**config.mk**
```make
export PLATFORM = sky130hd
export DESIGN_NAME = zone_volume_mute_controller_core
export DESIGN_NICKNAME = d
export VERILOG_FILES = /design/src/zvm_pkg.sv /design/src/zvm_ctrl.sv /design/src/zvm_dp.sv /design/src/zone_volume_mute_controller_core.sv
export SDC_FILE = /design/constraint.sdc
export NUM_CORES = 1
export LEC_CHECK = 0
export BUFFER_PORTS_ARGS = -buffer_cell sky130_fd_sc_hd__buf_4
export CORE_AREA = 10 10 190 192
export DETAILED_ROUTE_END_ITERATION = 12
export DIE_AREA = 0 0 200 202
export PLACE_DENSITY_LB_ADDON = 0.08
export SETUP_SLACK_MARGIN = 0.4
export SYNTH_ARGS = -nofsm -noshare
export SYNTH_HDL_FRONTEND = slang
export SYNTH_SLANG_ARGS = --single-unit
```
**constraint.sdc**
```tcl
create_clock -name clock -period 7.82 [get_ports clock]
set_clock_uncertainty 0.15 [all_clocks]
set_input_delay 1.564 -clock clock [delete_from_list [all_inputs] [get_ports clock]]
set_output_delay 1.564 -clock clock [all_outputs]
set_load 0.02 [all_outputs]
```
**src/zvm_pkg.sv**
```systemverilog
// Shared constants, codes and controller/datapath interface types for the zone volume controller.
package zvm_pkg;

   localparam int NUM_ZONES_DEFAULT = 4;

   localparam int MODE_W  = 3;
   localparam int ZONE_W  = 3;
   localparam int LEVEL_W = 9;
   localparam int WIRE_W  = 8;
   localparam int PCT_W   = 7;
   localparam int STEP_W  = 5;

   localparam int REQ_DATA_W = 24;
   localparam int RSP_DATA_W = 8;

   localparam logic [PCT_W-1:0] PCT_MAX = 7'd100;

   localparam logic [MODE_W-1:0] MODE_SET_ZONE    = 3'd0;
   localparam logic [MODE_W-1:0] MODE_SET_MASTER  = 3'd1;
   localparam logic [MODE_W-1:0] MODE_NUDGE       = 3'd2;
   localparam logic [MODE_W-1:0] MODE_TOGGLE_ZONE = 3'd3;
   localparam logic [MODE_W-1:0] MODE_TOGGLE_ALL  = 3'd4;
   localparam logic [MODE_W-1:0] MODE_REPORT      = 3'd5;

   typedef logic [1:0] lvl_sel_type;
   localparam lvl_sel_type LW_NONE   = 2'd0;
   localparam lvl_sel_type LW_SET    = 2'd1;
   localparam lvl_sel_type LW_REPORT = 2'd2;
   localparam lvl_sel_type LW_MASTER = 2'd3;

   typedef struct packed {
      logic        capture;
      logic        idx_zero;
      logic        idx_load_zone;
      logic        idx_inc;
      logic        scan_step;
      logic        v_load;
      logic        div_start;
      lvl_sel_type lvl_sel;
      logic        mute_clear;
      logic        mute_toggle;
      logic        mute_all;
      logic        out_load;
      logic        out_last;
   } cmd_type;

   typedef struct packed {
      logic [MODE_W-1:0] mode;
      logic              zone_ok;
      logic              link;
      logic              idx_last;
      logic              old_zero;
      logic              div_busy;
      logic              out_free;
   } sts_type;

endpackage

```
**src/zvm_ctrl.sv**
```systemverilog
// Command sequencer for the zone volume controller.
module zvm_ctrl (
   input  logic             clock,
   input  logic             reset,
   input  logic             req_tvalid,
   output logic             req_tready,
   input  zvm_pkg::sts_type sts,
   output zvm_pkg::cmd_type cmd
);
   import zvm_pkg::*;

   localparam logic [2:0] ST_IDLE     = 3'd0;
   localparam logic [2:0] ST_SCAN     = 3'd1;
   localparam logic [2:0] ST_DISPATCH = 3'd2;
   localparam logic [2:0] ST_APPLY    = 3'd3;
   localparam logic [2:0] ST_EMIT_ONE = 3'd4;
   localparam logic [2:0] ST_MASTER   = 3'd5;
   localparam logic [2:0] ST_DIVIDE   = 3'd6;
   localparam logic [2:0] ST_EMIT_ALL = 3'd7;

   logic [2:0] state_ff;
   logic [2:0] state_in;

   assign req_tready = (state_ff == ST_IDLE);

   always_ff @(posedge clock) begin
      if (reset) begin
         state_ff <= ST_IDLE;
      end else begin
         state_ff <= state_in;
      end
   end

   always_comb begin
      cmd      = '0;
      state_in = state_ff;
      unique case (state_ff)
         ST_IDLE: begin
            if (req_tvalid) begin
               cmd.capture = 1'b1;
               state_in    = ST_SCAN;
            end
         end
         ST_SCAN: begin
            cmd.scan_step = 1'b1;
            if (sts.idx_last) begin
               state_in = ST_DISPATCH;
            end else begin
               cmd.idx_inc = 1'b1;
            end
         end
         ST_DISPATCH: begin
            priority if (sts.mode == MODE_SET_ZONE || sts.mode == MODE_TOGGLE_ZONE ||
                         sts.mode == MODE_REPORT) begin
               if (sts.zone_ok) begin
                  cmd.idx_load_zone = 1'b1;
                  state_in          = ST_APPLY;
               end else begin
                  state_in = ST_IDLE;
               end
            end else if (sts.mode == MODE_SET_MASTER || sts.mode == MODE_NUDGE) begin
               cmd.v_load   = 1'b1;
               cmd.idx_zero = 1'b1;
               state_in     = ST_MASTER;
            end else if (sts.mode == MODE_TOGGLE_ALL) begin
               cmd.mute_all = 1'b1;
               cmd.idx_zero = 1'b1;
               state_in     = sts.link ? ST_EMIT_ALL : ST_IDLE;
            end else begin
               state_in = ST_IDLE;
            end
         end
         ST_APPLY: begin
            unique case (sts.mode)
               MODE_SET_ZONE: begin
                  cmd.lvl_sel    = LW_SET;
                  cmd.mute_clear = 1'b1;
                  state_in       = sts.link ? ST_EMIT_ONE : ST_IDLE;
               end
               MODE_TOGGLE_ZONE: begin
                  cmd.mute_toggle = 1'b1;
                  state_in        = sts.link ? ST_EMIT_ONE : ST_IDLE;
               end
               MODE_REPORT: begin
                  cmd.lvl_sel = LW_REPORT;
                  state_in    = ST_IDLE;
               end
               default: begin
                  state_in = ST_IDLE;
               end
            endcase
         end
         ST_EMIT_ONE: begin
            if (sts.out_free) begin
               cmd.out_load = 1'b1;
               cmd.out_last = 1'b1;
               state_in     = ST_IDLE;
            end
         end
         ST_MASTER, ST_DIVIDE: begin
            if (state_ff == ST_MASTER && !sts.old_zero) begin
               cmd.div_start = 1'b1;
               state_in      = ST_DIVIDE;
            end else if (!sts.div_busy) begin
               cmd.lvl_sel = LW_MASTER;
               if (sts.idx_last) begin
                  cmd.idx_zero = 1'b1;
                  state_in     = sts.link ? ST_EMIT_ALL : ST_IDLE;
               end else begin
                  cmd.idx_inc = 1'b1;
                  state_in    = ST_MASTER;
               end
            end
         end
         ST_EMIT_ALL: begin
            if (sts.out_free) begin
               cmd.out_load = 1'b1;
               cmd.out_last = sts.idx_last;
               if (sts.idx_last) begin
                  state_in = ST_IDLE;
               end else begin
                  cmd.idx_inc = 1'b1;
               end
            end
         end
         default: begin
            state_in = ST_IDLE;
         end
      endcase
   end

endmodule

```
**src/zvm_dp.sv**
```systemverilog
// Zone state, rescale divider and output register for the zone volume controller.
module zvm_dp #(
   parameter int NUM_ZONES = zvm_pkg::NUM_ZONES_DEFAULT
) (
   input  logic                                clock,
   input  logic                                reset,
   input  logic                                csr_write_enable,
   input  logic                                csr_write_data,
   input  logic [zvm_pkg::REQ_DATA_W-1:0]      req_tdata,
   output logic                                rsp_tvalid,
   input  logic                                rsp_tready,
   output logic [zvm_pkg::RSP_DATA_W-1:0]      rsp_tdata,
   output logic                                rsp_tlast,
   input  zvm_pkg::cmd_type                    cmd,
   output zvm_pkg::sts_type                    sts
);
   import zvm_pkg::*;

   localparam int ZI_W  = (NUM_ZONES > 1) ? $clog2(NUM_ZONES) : 1;
   localparam int NUM_W = 15;
   localparam int DEN_W = 8;

   function automatic logic [STEP_W-1:0] pct_to_wire(input logic [PCT_W-1:0] pct);
      logic [20:0] prod;
      prod = 21'(pct) * 21'd15732;
      return prod[20:16];
   endfunction

   logic                     link_ff;
   logic [MODE_W-1:0]        mode_ff;
   logic [ZONE_W-1:0]        zone_ff;
   logic signed [LEVEL_W-1:0] level_ff;
   logic [WIRE_W-1:0]        wire_ff;
   logic [ZI_W-1:0]          idx_ff;
   logic [ZI_W-1:0]          idx_in;
   logic [PCT_W-1:0]         max_ff;
   logic [PCT_W-1:0]         v_ff;
   logic [PCT_W-1:0]         lvl_ff [NUM_ZONES];
   logic [NUM_ZONES-1:0]     muted_ff;

   logic [NUM_W-1:0]         quo_ff;
   logic [DEN_W-1:0]         rem_ff;
   logic [DEN_W-1:0]         den_ff;
   logic [3:0]               cnt_ff;
   logic                     run_ff;

   logic                     rsp_valid_ff;
   logic [ZONE_W-1:0]        rsp_zone_ff;
   logic [STEP_W-1:0]        rsp_wire_ff;
   logic                     rsp_last_ff;

   logic [PCT_W-1:0]         lvl_rd;
   logic                     muted_rd;
   logic [PCT_W-1:0]         set_clamp;
   logic [PCT_W-1:0]         report_pct;
   logic [23:0]              report_prod;
   logic signed [LEVEL_W:0]  v_sum;
   logic [PCT_W-1:0]         v_clamp;
   logic [13:0]              mult;
   logic [NUM_W-1:0]         num;
   logic [DEN_W:0]           shifted;
   logic [DEN_W:0]           trial;
   logic [PCT_W-1:0]         quo_clamp;
   logic [PCT_W-1:0]         lvl_wdata;
   logic                     out_free;

   assign lvl_rd   = lvl_ff[idx_ff];
   assign muted_rd = muted_ff[idx_ff];

   always_comb begin
      if (level_ff < 0) begin
         set_clamp = '0;
      end else if (level_ff > $signed({2'b00, PCT_MAX})) begin
         set_clamp = PCT_MAX;
      end else begin
         set_clamp = level_ff[PCT_W-1:0];
      end
   end

   assign report_prod = 24'(wire_ff[4:0]) * 24'd273075;
   assign report_pct  = (wire_ff >= 8'd24) ? PCT_MAX : report_prod[22:16];

   always_comb begin
      if (mode_ff == MODE_NUDGE) begin
         v_sum = $signed({3'b000, max_ff}) + $signed({level_ff[LEVEL_W-1], level_ff});
      end else begin
         v_sum = $signed({level_ff[LEVEL_W-1], level_ff});
      end
      if (v_sum < 0) begin
         v_clamp = '0;
      end else if (v_sum > $signed({3'b000, PCT_MAX})) begin
         v_clamp = PCT_MAX;
      end else begin
         v_clamp = v_sum[PCT_W-1:0];
      end
   end

   assign mult    = 14'(lvl_rd) * 14'(v_ff);
   assign num     = {mult, 1'b0} + NUM_W'(max_ff);
   assign shifted = {rem_ff, quo_ff[NUM_W-1]};
   assign trial   = shifted - {1'b0, den_ff};

   assign quo_clamp = (quo_ff > NUM_W'(PCT_MAX)) ? PCT_MAX : quo_ff[PCT_W-1:0];

   always_comb begin
      unique case (cmd.lvl_sel)
         LW_SET:    lvl_wdata = set_clamp;
         LW_REPORT: lvl_wdata = report_pct;
         LW_MASTER: lvl_wdata = (max_ff == '0) ? v_ff : quo_clamp;
         default:   lvl_wdata = lvl_rd;
      endcase
   end

   always_comb begin
      idx_in = idx_ff;
      priority if (cmd.capture || cmd.idx_zero) begin
         idx_in = '0;
      end else if (cmd.idx_load_zone) begin
         idx_in = zone_ff[ZI_W-1:0];
      end else if (cmd.idx_inc) begin
         idx_in = ZI_W'(idx_ff + 1'b1);
      end
   end

   always_ff @(posedge clock) begin
      if (reset) begin
         link_ff  <= 1'b0;
         idx_ff   <= '0;
         max_ff   <= '0;
         muted_ff <= '0;
         run_ff   <= 1'b0;
         for (int i = 0; i < NUM_ZONES; i++) begin
            lvl_ff[i] <= '0;
         end
      end else begin
         if (csr_write_enable) begin
            link_ff <= csr_write_data;
         end
         idx_ff <= idx_in;
         if (cmd.capture) begin
            max_ff <= '0;
         end else if (cmd.scan_step && lvl_rd > max_ff) begin
            max_ff <= lvl_rd;
         end
         if (cmd.lvl_sel != LW_NONE) begin
            lvl_ff[idx_ff] <= lvl_wdata;
         end
         priority if (cmd.mute_all) begin
            muted_ff <= {NUM_ZONES{~(|muted_ff)}};
         end else if (cmd.mute_clear) begin
            muted_ff[idx_ff] <= 1'b0;
         end else if (cmd.mute_toggle) begin
            muted_ff[idx_ff] <= ~muted_rd;
         end
         if (cmd.div_start) begin
            run_ff <= 1'b1;
         end else if (run_ff && cnt_ff == 4'd1) begin
            run_ff <= 1'b0;
         end
      end
   end

   always_ff @(posedge clock) begin
      if (cmd.capture) begin
         mode_ff  <= req_tdata[2:0];
         zone_ff  <= req_tdata[5:3];
         level_ff <= req_tdata[14:6];
         wire_ff  <= req_tdata[22:15];
      end
      if (cmd.v_load) begin
         v_ff <= v_clamp;
      end
      if (cmd.div_start) begin
         quo_ff <= num;
         rem_ff <= '0;
         den_ff <= {max_ff, 1'b0};
         cnt_ff <= 4'(NUM_W);
      end else if (run_ff) begin
         cnt_ff <= cnt_ff - 4'd1;
         if (!trial[DEN_W]) begin
            rem_ff <= trial[DEN_W-1:0];
            quo_ff <= {quo_ff[NUM_W-2:0], 1'b1};
         end else begin
            rem_ff <= shifted[DEN_W-1:0];
            quo_ff <= {quo_ff[NUM_W-2:0], 1'b0};
         end
      end
   end

   assign out_free = !rsp_valid_ff || rsp_tready;

   always_ff @(posedge clock) begin
      if (reset) begin
         rsp_valid_ff <= 1'b0;
      end else if (cmd.out_load) begin
         rsp_valid_ff <= 1'b1;
      end else if (rsp_tready) begin
         rsp_valid_ff <= 1'b0;
      end
   end

   always_ff @(posedge clock) begin
      if (cmd.out_load) begin
         rsp_zone_ff <= ZONE_W'(idx_ff);
         rsp_wire_ff <= muted_rd ? '0 : pct_to_wire(lvl_rd);
         rsp_last_ff <= cmd.out_last;
      end
   end

   assign rsp_tvalid = rsp_valid_ff;
   assign rsp_tdata  = {rsp_wire_ff, rsp_zone_ff};
   assign rsp_tlast  = rsp_last_ff;

   assign sts.mode     = mode_ff;
   assign sts.zone_ok  = {1'b0, zone_ff} < 4'(NUM_ZONES);
   assign sts.link     = link_ff;
   assign sts.idx_last = (idx_ff == ZI_W'(NUM_ZONES - 1));
   assign sts.old_zero = (max_ff == '0);
   assign sts.div_busy = run_ff;
   assign sts.out_free = out_free;

endmodule

```
**src/zone_volume_mute_controller_core.sv**
```systemverilog
// Top level of the zone volume and mute controller.
//
// Commands enter on the req_ stream, one transaction per command; volume
// commands leave on the rsp_ stream, one transaction per zone addressed,
// with rsp_tlast on the final one of a command. csr_write_enable with
// csr_write_data sets the link enable bit; while it is clear, state still
// updates but nothing is sent.
// The block takes one command at a time: req_tready is high only while idle.
// Every command first scans the zones for the loudest level. Zone commands
// then update the addressed zone and, but for report, emit it. Toggle all
// unmutes every zone if any is muted, else mutes them all, and emits every
// zone. Set and nudge master run one restoring divide per zone, unless the
// loudest level is zero; the divider is shared by all zones, and no new
// command is taken until the last zone is written back.
// Reset clears all levels to 0, unmutes all zones and clears link enable.
// A stalled receiver holds the output register; the sequencer waits for it.
module zone_volume_mute_controller_core #(
   parameter int NUM_ZONES = zvm_pkg::NUM_ZONES_DEFAULT
) (
   input  logic                           clock,
   input  logic                           reset,
   input  logic                           csr_write_enable,
   input  logic                           csr_write_data,
   input  logic                           req_tvalid,
   output logic                           req_tready,
   // mode[2:0], zone[5:3], level[14:6], wire_level[22:15], zero[23]
   input  logic [zvm_pkg::REQ_DATA_W-1:0] req_tdata,
   output logic                           rsp_tvalid,
   input  logic                           rsp_tready,
   // out_zone[2:0], out_wire_level[7:3]
   output logic [zvm_pkg::RSP_DATA_W-1:0] rsp_tdata,
   output logic                           rsp_tlast
);
   import zvm_pkg::*;

   cmd_type cmd;
   sts_type sts;

   zvm_ctrl u_ctrl (
      .clock      (clock),
      .reset      (reset),
      .req_tvalid (req_tvalid),
      .req_tready (req_tready),
      .sts        (sts),
      .cmd        (cmd)
   );

   zvm_dp #(
      .NUM_ZONES (NUM_ZONES)
   ) u_dp (
      .clock            (clock),
      .reset            (reset),
      .csr_write_enable (csr_write_enable),
      .csr_write_data   (csr_write_data),
      .req_tdata        (req_tdata),
      .rsp_tvalid       (rsp_tvalid),
      .rsp_tready       (rsp_tready),
      .rsp_tdata        (rsp_tdata),
      .rsp_tlast        (rsp_tlast),
      .cmd              (cmd),
      .sts              (sts)
   );

endmodule

```
==> summary.md <==
| Metric | Value |
|---|---|
| Status | completed |
| H-tree lvl count | 4 |
| Post-cts sizing count | 0 |
| Post-synthesis async set-or-reset flop share | 0% |
| Routed len/inst | 16.24 um |
| Max transition margin | 20.95% |
| Hold Buf Count CTS | 0 |
| Final Hold Viols | 0 |
| Arrival @ worst endpoint | 6.44 ns |
| Reg-to-reg endpoint | u_dp.quo_ff[14]$_DFFE_PP_ |
| Total power | 0.004902 W |
| Critical-path maximum fanout | 16 |
| Top cells by area, synth | edfxtp_1, ha_1, fa_1 |
| Port Buffers | 38 |
| Top_reg_cell synth | edfxtp_1 |
| Chip width | 200 um |
| Hold EP | u_dp.cnt_ff[3]$_SDFFE_PP1P_ |
| Cell area after synthesis | 10,570 sq um |
| Crit start category | flop |
| CP Capture Type | flop |
| # IOs | 41 |
| Worst-path clk slew | 0.06 ns |
| # setup viols final | 0 |
| Die ar. | 40,400 sq um |
| DR vias | 7,593 |
| Period utilization | 82.19% |
| Post-Syn Nets | 1,316 |
| Yosys warns | 0 |
| Core Footprint | 32,290 sq um |
| Type of the worst setup path | flop to flop |
| Synth cell types | 76 |
| Final #Nets | 1,345 |
| Clk_lat worst skew | 0.44 ns |
| FP Rows | 66 |
| GRT Total Usage | 13.27% |
| Final ANT Viol Nets | 0 |
| Clock root cell | clkbuf_16 |
| R2r worst-path depth | 19 |
| Hold path start | u_dp.cnt_ff[3]$_SDFFE_PP1P_ |
| Sum Neg Setup Slack | 0 ns |
| DRT iter0 DRCs | 423 |
| Placed Area | 11,300 sq um |
| Diodes inserted | 0 |
| VDD IR max | 0.2099 mV |
| GP Congestion | 0.8027 |
| Final WL | 25.65 mm |
| Tightest Hold Check Type | flop to flop |
| Clock buffer depth | 2 |
| Initial antenna violation count | 0 |
| Period minus WS final | 6.427 ns |
| Vias per cell | 4.809 |
| 1st-pass router iterations | 5 |
| First-pass GRT wire length | 42.28 mm |
| DRC | 0 |
| Cell type with the highest aggregate area in the netlist | edfxtp_1 |
| Highest Clock Rate | 0.1556 GHz |
| Global route overflow | 0 |
| Avg Inst Size Synth | 9.655 sq um |
| Initial Util | 32.74% |
| R2R setup slack | 1.39 ns |
| Synth Instances | 1,095 |
| Area delta synth->final | 13.29% |
| Post-DP HPWL | 19.60 mm |
| Number of synthesized register bits | 121 |
| Worst hold stages | 2 |
| Area fraction of the dominant cell type after synthesis | 24.99% |
| CTS Sinks | 121 |
| CTS tree | built |
| Post-synth EDFFs | 88 |
| Vias in the first global route | 7,777 |
| Seq/Total Area, Yosys | 31.24% |
| Num CTS Buffers | 17 |
| Final Cell Area | 11,980 sq um |
| WP data required | 7.83 ns |
| Worst Max-Slew Pin Slew | 1.183 ns |
| Final Max Tran Viols | 0 |
| RSZ-0062 raised after global routing | false |
| Setup Buffers After CTS | 0 |
| Max Cap Viol | 0 |
| DIE HEIGHT | 202 um |
| WHS | 0.3411 ns |
| Total power divided by cell area | 409.3 nW/um^2 |
| Largest net degree at the start of global routing | 42 |
| P_leak | 5.189 nW |
| Share of layout cells above drive strength 1 | 8.971% |
## metal layers
layer	vias up	wire (um)	global-route usage, %
met1	3625	12760	17.94
li1	3866	-	-
met5	-	0	0
met2	91	11710	20.83
met3	11	978	3.306
met4	0	203	2.921
## state kept, by name, summed over array words and instances, names as in the netlist, 4 cells and up, named ones only
signal            count
u_dp.wire_ff          8
u_dp.level_ff         9
u_dp.quo_ff          15
u_dp.max_ff           7
u_dp.v_ff             7
u_dp.muted_ff         4
u_dp.den_ff           7
u_dp.rem_ff           8
u_dp.cnt_ff           4
u_dp.lvl_ff          28
u_dp.rsp_wire_ff      5
## critical path: stages (launching register included)
cell and delay [ns]:
dfxtp_1 0.64, mux4_2 0.82, and2_1 0.27, fa_1 0.47, inv_1 0.05, fa_1 0.48
inv_1 0.06, fa_1 0.54, inv_1 0.06, fa_1 0.53, inv_1 0.04, ha_1 0.35
o21a_1 0.21, o21a_1 0.16, o22a_1 0.24, xor2_1 0.29, nand3_1 0.17, nor4_1 0.33
xnor2_1 0.18, o21ai_0 0.09
## final cells by class
| type | count | area, sq um |
|---|---|---|
| Timing Repair Buffer | 42 | 315.3 |
| Sequential cell | 121 | 3303 |
| Tap cell | 442 | 553.0 |
| Clock inverter | 15 | 249.0 |
| Fill cell | 3245 | 20310 |
| Inverter | 129 | 484.2 |
| Clock buffer | 17 | 425.4 |
| Multi-Input combinational cell | 813 | 6648 |
## synthesized netlist by cell type (6+ instances only)
cell type / count
nor3_1: 14
xor2_1: 17
ha_1: 134
nand2_1: 81
a21oi_1: 56
fa_1: 57
xnor2_1: 29
clkbuf_1: 24
dfxtp_1: 33
mux2i_1: 14
o21bai_1: 7
nor3b_1: 11
a21boi_0: 6
a211oi_1: 7
o21a_1: 10
inv_1: 128
nand3_1: 20
a21o_1: 13
mux4_2: 8
and2_1: 45
nor2b_1: 10
or2_2: 7
and3_1: 10
edfxtp_1: 88
nand4_1: 6
o21ai_0: 53
a31oi_1: 8
nand2b_1: 17
nor2_1: 97
## worst max-delay path by stage
stage,endpoint,depth (start not counted),from,slack [ns]
finish,u_dp.quo_ff[14]$_DFFE_PP_,19,flop,1.39
global route,u_dp.quo_ff[14]$_DFFE_PP_,19,flop,1.0
CTS,u_dp.quo_ff[14]$_DFFE_PP_,19,flop,1.32
detailed placement,u_dp.quo_ff[14]$_DFFE_PP_,19,flop,1.35
global placement,u_dp.quo_ff[14]$_DFFE_PP_,19,flop,1.37
floorplan,u_dp.quo_ff[13]$_DFFE_PP_,20,flop,1.96
## cell families after synthesis
| logic type | Yosys count | synth area share, % |
|---|---|---|
| and+or+nand+nor | 347 | 16.56 |
| AOI/OAI and AO/OA | 205 | 12.63 |
| adders and majority gates | 191 | 26.65 |
| buffers and inverters | 161 | 5.941 |
| DFF | 121 | 31.24 |
| xor gates and xnor gates | 46 | 3.811 |
| muxes | 23 | 3.136 |
| other | 1 | 0.03547 |
## placed cells by master, fill, tap and decap left out, types with 11 or more instances in the layout
| master | n |
|---|---|
| a21o_1 | 13 |
| a21oi_1 | 56 |
| and2_1 | 45 |
| buf_4 | 42 |
| clkbuf_16 | 17 |
| dfxtp_1 | 33 |
| edfxtp_1 | 88 |
| fa_1 | 57 |
| ha_1 | 134 |
| inv_1 | 128 |
| mux2i_1 | 14 |
| nand2_1 | 81 |
| nand2b_1 | 17 |
| nand3_1 | 20 |
| nor2_1 | 97 |
| nor3_1 | 14 |
| nor3b_1 | 11 |
| o21ai_0 | 53 |
| xnor2_1 | 29 |
| xor2_1 | 17 |
## report_power, final
part           internal (W)  switching (W)  leakage (nW)
logic               0.00131        0.00173          3.75
clock network      0.000599       0.000318         0.325
registers          0.000821       0.000128          1.11
## per-stage QoR
stage / std cells / utilization [%] / worst slack [ns]
6_report: 1579 / 37.10 / 1.393
5_1_grt: 1579 / 37.10 / 0.9984
4_1_cts: 1579 / 37.10 / 1.316
3_5_place_dp: 1547 / 35.01 / 1.346
3_3_place_gp: 1547 / 35.01 / 1.370
2_1_floorplan: 1095 / - / 1.956
No activity file was read; power rests on OpenSTA's default activity.
